--- config.mk ---
export PLATFORM = sky130hd
export DESIGN_NAME = button_click_classifier_top_flat
export DESIGN_NICKNAME = d
export VERILOG_FILES = /design/src/hdl/bcc_pkg.sv /design/src/hdl/bcc_intf.sv /design/src/hdl/button_click_classifier_top.sv /design/src/flat_wrapper.sv
export SDC_FILE = /design/constraint.sdc
export NUM_CORES = 1
export LEC_CHECK = 0
export ABC_AREA = 1
export BUFFER_PORTS_ARGS = -buffer_cell sky130_fd_sc_hd__buf_2
export CAP_MARGIN = 0
export CORE_ASPECT_RATIO = 1.5
export CORE_UTILIZATION = 57
export CTS_BUF_LIST = sky130_fd_sc_hd__clkbuf_2
export DETAILED_ROUTE_END_ITERATION = 8
export HOLD_SLACK_MARGIN = 0.06
export PLACE_DENSITY = 0.89
export SKIP_CTS_REPAIR_TIMING = 1
export SYNTH_ARGS = -nofsm -noshare
export SYNTH_HDL_FRONTEND = slang
export SYNTH_SLANG_ARGS = --single-unit
--- constraint.sdc ---
create_clock -name clk -period 4.12 [get_ports clk]
set_input_delay 0.206 -clock clk [delete_from_list [all_inputs] [get_ports clk]]
set_output_delay 0.206 -clock clk [all_outputs]
set_load 0.01 [all_outputs]
--- src/hdl/bcc_pkg.sv ---
`default_nettype none
// ----------------------------------------------------------------------------
// Button click classifier package
// Shared widths, register indexes, reset values and event codes.
// ----------------------------------------------------------------------------
package bcc_pkg;

    localparam int COUNTER_BITS_DEF = 16;

    localparam int DEBOUNCE_W = 8;
    localparam int RETURN_W   = 16;
    localparam int LONG_W     = 16;

    localparam int CFG_IDX_W  = 2;
    localparam int CFG_DATA_W = 16;

    localparam logic [CFG_IDX_W-1:0] REG_DEBOUNCE = 2'd0;
    localparam logic [CFG_IDX_W-1:0] REG_RETURN   = 2'd1;
    localparam logic [CFG_IDX_W-1:0] REG_LONG     = 2'd2;

    localparam logic [DEBOUNCE_W-1:0] DEBOUNCE_RST = 8'd50;
    localparam logic [RETURN_W-1:0]   RETURN_RST   = 16'd250;
    localparam logic [LONG_W-1:0]     LONG_RST     = 16'd2000;

    typedef enum logic [1:0] {
        EVT_NONE   = 2'd0,
        EVT_SINGLE = 2'd1,
        EVT_DOUBLE = 2'd2,
        EVT_LONG   = 2'd3
    } event_t;

endpackage
`default_nettype wire

--- src/hdl/bcc_intf.sv ---
`default_nettype none
// ----------------------------------------------------------------------------
// Button click classifier channels
// Valid/ready channels for button samples, event reports and register writes.
// ----------------------------------------------------------------------------
interface bcc_sample_if;
    logic valid;
    logic ready;
    logic button_level;

    modport source (output valid, output button_level, input ready);
    modport sink   (input valid, input button_level, output ready);
endinterface

interface bcc_report_if;
    logic       valid;
    logic       ready;
    logic [1:0] event_res;

    modport source (output valid, output event_res, input ready);
    modport sink   (input valid, input event_res, output ready);
endinterface

interface bcc_cfg_if;
    logic                           valid;
    logic                           ready;
    logic [bcc_pkg::CFG_IDX_W-1:0]  index;
    logic [bcc_pkg::CFG_DATA_W-1:0] data;

    modport source (output valid, output index, output data, input ready);
    modport sink   (input valid, input index, input data, output ready);
endinterface
`default_nettype wire

--- src/hdl/button_click_classifier_top.sv ---
`default_nettype none
// ----------------------------------------------------------------------------
// Button click classifier
// Classifies one button sample per request as single, double or long press.
// The report for a sample is registered and is valid in the cycle after the sample request is accepted.
// Throughput: one sample request per cycle while no report is stalled; the result register sets the rate.
// A stalled report only holds off new samples while it is still waiting.
// Reset clears all classifier state but the report event register, and restores the default thresholds.
// ----------------------------------------------------------------------------
module button_click_classifier_top #(
    parameter int COUNTER_BITS = bcc_pkg::COUNTER_BITS_DEF
) (
    input  wire           clk,
    input  wire           rst_n,
    bcc_sample_if.sink    sample,
    bcc_report_if.source  report,
    bcc_cfg_if.sink       cfg
);

    localparam int CMP_W = (COUNTER_BITS > bcc_pkg::LONG_W) ? COUNTER_BITS
                                                            : bcc_pkg::LONG_W;

    logic [bcc_pkg::DEBOUNCE_W-1:0] debounce_reg;
    logic [bcc_pkg::RETURN_W-1:0]   return_reg;
    logic [bcc_pkg::LONG_W-1:0]     long_reg;

    logic                    was_pressed_reg, was_pressed_next;
    bcc_pkg::event_t         click_reg, click_next;
    logic [COUNTER_BITS-1:0] hold_reg, hold_next;
    logic [COUNTER_BITS-1:0] release_reg, release_next;
    logic                    lock_reg, lock_next;
    bcc_pkg::event_t         event_reg, event_next;
    logic                    out_valid_reg;

    logic                    pressed;
    logic                    accept;
    logic [COUNTER_BITS-1:0] hold_inc;
    logic [COUNTER_BITS-1:0] release_inc;
    logic                    debounce_met;
    logic                    long_met;
    logic                    return_met;

    assign cfg.ready     = 1'b1;
    assign sample.ready  = !out_valid_reg || report.ready;
    assign accept        = sample.valid && sample.ready;
    assign report.valid  = out_valid_reg;
    assign report.event_res = event_reg;

    assign pressed     = !sample.button_level;
    assign hold_inc    = (&hold_reg) ? hold_reg : hold_reg + 1'b1;
    assign release_inc = (&release_reg) ? release_reg : release_reg + 1'b1;
    assign debounce_met = CMP_W'(hold_inc) >= CMP_W'(debounce_reg);
    assign long_met     = CMP_W'(hold_inc) >= CMP_W'(long_reg);

    always_comb
    begin
        hold_next        = hold_inc;
        release_next     = release_inc;
        click_next       = click_reg;
        lock_next        = lock_reg;
        was_pressed_next = pressed;
        event_next       = bcc_pkg::EVT_NONE;

        priority if (pressed && !was_pressed_reg)
        begin
            hold_next = '0;
        end
        else if (!pressed && lock_reg)
        begin
            lock_next = 1'b0;
        end
        else if (!pressed && was_pressed_reg && debounce_met &&
                 (click_reg == bcc_pkg::EVT_NONE || click_reg == bcc_pkg::EVT_SINGLE))
        begin
            release_next = '0;
            click_next   = (click_reg == bcc_pkg::EVT_NONE) ? bcc_pkg::EVT_SINGLE
                                                            : bcc_pkg::EVT_DOUBLE;
        end
        else if (pressed && long_met && !lock_reg)
        begin
            click_next = bcc_pkg::EVT_LONG;
        end
        else
        begin
            click_next = click_reg;
        end

        if (return_met && click_next != bcc_pkg::EVT_NONE)
        begin
            event_next = click_next;
            if (click_next == bcc_pkg::EVT_LONG)
            begin
                lock_next = 1'b1;
            end
            click_next = bcc_pkg::EVT_NONE;
        end
    end

    assign return_met = CMP_W'(release_next) >= CMP_W'(return_reg);

    always_ff @(posedge clk or negedge rst_n)
    begin
        if (!rst_n)
        begin
            debounce_reg <= bcc_pkg::DEBOUNCE_RST;
            return_reg   <= bcc_pkg::RETURN_RST;
            long_reg     <= bcc_pkg::LONG_RST;
        end
        else if (cfg.valid)
        begin
            unique case (cfg.index)
                bcc_pkg::REG_DEBOUNCE: debounce_reg <= cfg.data[bcc_pkg::DEBOUNCE_W-1:0];
                bcc_pkg::REG_RETURN:   return_reg   <= cfg.data[bcc_pkg::RETURN_W-1:0];
                bcc_pkg::REG_LONG:     long_reg     <= cfg.data[bcc_pkg::LONG_W-1:0];
                default:               ;
            endcase
        end
    end

    always_ff @(posedge clk or negedge rst_n)
    begin
        if (!rst_n)
        begin
            was_pressed_reg <= 1'b0;
            click_reg       <= bcc_pkg::EVT_NONE;
            hold_reg        <= '0;
            release_reg     <= '0;
            lock_reg        <= 1'b0;
            out_valid_reg   <= 1'b0;
        end
        else if (accept)
        begin
            was_pressed_reg <= was_pressed_next;
            click_reg       <= click_next;
            hold_reg        <= hold_next;
            release_reg     <= release_next;
            lock_reg        <= lock_next;
            out_valid_reg   <= 1'b1;
        end
        else if (report.ready)
        begin
            out_valid_reg <= 1'b0;
        end
    end

    always_ff @(posedge clk)
    begin
        if (accept)
        begin
            event_reg <= event_next;
        end
    end

endmodule
`default_nettype wire

--- src/flat_wrapper.sv ---
// flat-port wrapper written by rule: the top's interface ports become plain ports
module button_click_classifier_top_flat 
#(
    parameter int COUNTER_BITS = bcc_pkg::COUNTER_BITS_DEF
)
  (clk, rst_n, sample_valid, sample_button_level, sample_ready, report_valid, report_event_res, report_ready, cfg_valid, cfg_index, cfg_data, cfg_ready);
  bcc_sample_if sample_i ();
  bcc_report_if report_i ();
  bcc_cfg_if cfg_i ();
  input  wire clk;
  input  wire rst_n;
  input wire logic [$bits(sample_i.valid)-1:0] sample_valid;
  input wire logic [$bits(sample_i.button_level)-1:0] sample_button_level;
  output wire logic [$bits(sample_i.ready)-1:0] sample_ready;
  output wire logic [$bits(report_i.valid)-1:0] report_valid;
  output wire logic [$bits(report_i.event_res)-1:0] report_event_res;
  input wire logic [$bits(report_i.ready)-1:0] report_ready;
  input wire logic [$bits(cfg_i.valid)-1:0] cfg_valid;
  input wire logic [$bits(cfg_i.index)-1:0] cfg_index;
  input wire logic [$bits(cfg_i.data)-1:0] cfg_data;
  output wire logic [$bits(cfg_i.ready)-1:0] cfg_ready;
  assign sample_i.valid = sample_valid;
  assign sample_i.button_level = sample_button_level;
  assign sample_ready = sample_i.ready;
  assign report_valid = report_i.valid;
  assign report_event_res = report_i.event_res;
  assign report_i.ready = report_ready;
  assign cfg_i.valid = cfg_valid;
  assign cfg_i.index = cfg_index;
  assign cfg_i.data = cfg_data;
  assign cfg_ready = cfg_i.ready;
  button_click_classifier_top #(.COUNTER_BITS(COUNTER_BITS)) u_core (.clk(clk), .rst_n(rst_n), .sample(sample_i), .report(report_i), .cfg(cfg_i));
endmodule
==> key figures <==
Power
  • Cell leakage power: 3.29 nW
  • Max VDD drop: 0.204 mV
  • Power Density: 401 nW/um2
  • Total Power: about 2.4 mW

Floorplanning
  • Rows: a little over 40
  • Die Span Y: 118 um
  • IO Pins: 29
  • Starting density of the core: between 50% and 60%
  • Die extent in x: 79.1 um
  • CORE AREA: 8520 um2
  • Die area: 9310 um2

GRT
  • Initial antenna violation count: 0
  • GRT Total Usage: between 20 and 30%
  • First-pass GRT wire length: between 20000 and 25000 um
  • Pin count of the biggest net entering global routing: 78
  • Vias in the first global route: 4540
  • Total grt overflow: 0

Clock network
  • CTS Root Cell: clkbuf_2
  • Worst-path clk slew: 0.26 ns
  • Maximum clock path buffer count: 2
  • Clk Latency, worst-skew pair: 0.61 ns
  • H-tree levels: 3
  • Sink Count: 79
  • Total CTS buffers: 9
  • CTS tree: built

Setup path
  • Worst R2R Setup Slack: -0.14 ns
  • CP Capture Type: register
  • CP Launch Type: register
  • Most used cell, CP: nand2_1
  • Worst reg2reg path depth: 33
  • CP max-delay cell: dfrtp_1
  • WP data arrival: 4.66 ns
  • Worst R2R End: u_core.report.event_res[1]
  • R2r startpoint: u_core.hold_reg[1]
  • Setup CP Type: register to register
  • Worst Path Required: between 4 and 5 ns
  • Largest stage delay on the critical path: 0.45 ns
  • Crit-path max FO: 8

Timing
  • Final setup vio count: 5
  • Fin crit share: 103%
  • Setup ws final: -0.144 ns
  • Setup Skew: 0.0526 ns
  • Tmin final: between 4 and 5 ns
  • Slew Limit Fails: 0
  • FMAX: between 200 and 250 MHz
  • Normalized max-slew margin: between 20% and 30%
  • Final Hold Fails: 0
  • RSZ-0062 raised after global routing: true
  • Slew @ Worst Pin: 1.07 ns

Run status
  • Violated checks: negative setup slack
  • Status: finished, violations left

Synth
  • Post-Synthesis Cells: around 700
  • Sequential-to-total area share from yosys stat: 39.4%
  • Mean area per synthesized cell: approximately 7.3 um2
  • EDFF count, synth: 2
  • Post-synthesis instance area: 5080 um2
  • Net Count, Synth: 765
  • Commonest register cell after synthesis: dfrtp_1
  • Fraction of registers with async set/reset: 97.5%
  • Yosys warnings: 0
  • Yosys reg bits: 79
  • Count of different cell masters after synthesis: 36

Routing
  • Vias per inst: 5.82
  • Avg WL per Cell: 16.7 um
  • 1st-pass router iterations: 7
  • Via count: 5083
  • Remaining antenna violation count: 0
  • Remaining DRCs: 0
  • 1st-iter DRT viols: around 430
  • Routed wire length: 14600 um

Finish
  • Multi-input gate area: 2840 um2
  • # diodes: 0
  • Layout cell share with drive strength beyond 1: 19.5%
  • Non-Filler Instances: ~870
  • Syn-to-layout area delta: 19.4%
  • Fin util: 71.3%
  • FF/Latch Area: 2010 um2
  • FILL cells: 581
  • # nets final: a little over 800

Hold path
  • Hold Crit Class: input port to register
  • Hold EP: u_core.hold_reg[6]
  • Hold path depth: 5
  • Min-delay src: sample_valid

Placed design
  • Dpl hpwl: approximately 9100 um
  • Port Buf Inserts: 27
  • Post-Place Cells: 824
  • GPL Wtd Cong: 0.870

Flow run
  • Max Cap Viol: 0
==> per-layer routing <==
layer | global-route usage [%] | vias to the layer above | wire, um
li1 | - | 2316 | -
met1 | 29.3 | 2366 | 5010
met2 | 49.5 | 294 | 7600
met3 | 5.58 | 107 | 895
met4 | 17.0 | 0 | 1050
met5 | 0 | - | 0
==> how the worst max path moves through the flow <==
stage                  startpoint                    endpoint  slack (ns)  cells past startpoint
6_report       u_core.hold_reg[1]  u_core.report.event_res[1]       -0.14                     33
4_1_cts        u_core.hold_reg[1]  u_core.report.event_res[1]       -0.31                     29
5_1_grt        u_core.hold_reg[1]         u_core.click_reg[0]       -0.39                     34
3_5_place_dp   u_core.hold_reg[1]  u_core.report.event_res[1]       -0.28                     29
2_1_floorplan  u_core.hold_reg[0]  u_core.report.event_res[1]        0.11                     38
3_3_place_gp   u_core.hold_reg[1]  u_core.report.event_res[1]      0.0001                     29
==> cells in the final DEF (no fill, tap or decap), types with 2 or more instances in the layout <==
cell	instances
nand2_1	181
inv_1	124
dfrtp_1	61
o21ai_0	60
nand3_1	34
nor2_1	30
ha_1	30
buf_2	26
buf_4	20
a21oi_1	19
dlygate4sd3_1	19
nand2_2	18
dfstp_2	15
o21ai_1	14
xor2_1	11
ha_4	11
clkbuf_2	11
inv_2	9
nand4_1	7
o22ai_1	6
nor2_2	5
a21oi_2	5
xnor2_1	5
nor3_1	4
clkinv_2	4
o21ai_2	3
nand3_4	3
nor2_4	2
nand3_2	2
nand2_4	2
clkinv_1	2
or2_2	2
nor3_2	2
nor4_1	2
xor2_2	2
edfxtp_1	2
==> cell usage after synthesis, types with 5 or more instances <==
master | n | area, um2
o22ai_1 | 6 | 37.5
nand2_1 | 199 | 747
nand3_1 | 36 | 180
dfrtp_1 | 62 | 1550
dfstp_2 | 15 | 394
inv_1 | 133 | 499
nand4_1 | 7 | 43.8
nor3_1 | 6 | 30.0
nor2_1 | 35 | 131
a21oi_1 | 25 | 125
o21ai_1 | 11 | 55.1
ha_1 | 42 | 526
xor2_1 | 13 | 114
clkbuf_1 | 13 | 48.8
o21ai_0 | 65 | 325
xnor2_1 | 5 | 43.8
==> report_power, final <==
part / leakage, nW / total (mW) / internal [mW] / switching (mW)
sequential: 0.984 / 1.02 / 0.912 / 0.109
combinational: 2.23 / 0.985 / 0.393 / 0.592
clock: 0.0755 / 0.430 / 0.141 / 0.289
==> per-stage QoR <==
step	TNS, ns	hold slack, ns	area (um2)	setup WS [ns]
after floorplan	0	-0.0896	5080	0.113
after global placement	0	0.411	5340	0.000133
after detailed placement	-1.01	0.423	5340	-0.276
after CTS	-1.26	-0.250	5440	-0.311
after global routing	-1.76	0.173	6070	-0.388
final	-0.578	0.157	6070	-0.144
==> cells by family (layout without fill, tap and decap cells) <==
kind of cell               count (synthesis)  in the layout  synth area share [%]
AOI/OAI and AO/OA                        113            113                  11.6
xor gates and xnor gates                  18             18                  3.10
DFF                                       79             79                  39.4
other                                      1              1                0.0737
adders and majority gates                 42             42                  10.3
buffers and inverters                    151            217                  11.4
and+or+nand+nor                          295            296                  24.1
==> layout make-up <==
cell class / instances / area share (%)
well taps: 107 / 2.20
clock buffers: 11 / 0.907
inverters: 135 / 8.35
clock inverters: 5 / 0.824
flip-flops and latches: 79 / 33.1
multi-input cells: 470 / 46.7
repair buffers: 66 / 7.93
==> worst max-delay path: cells and delay by family, from the launching register on <==
kind / cells / cell delay [ns]
buf+inv: 7 / 0.63
compound gates: 3 / 0.58
fa+ha+maj: 3 / 0.72
xor+xnor: 1 / 0.20
flops: 1 / 0.45
simple gates: 19 / 1.52
Power figures use the tool's default switching activity.
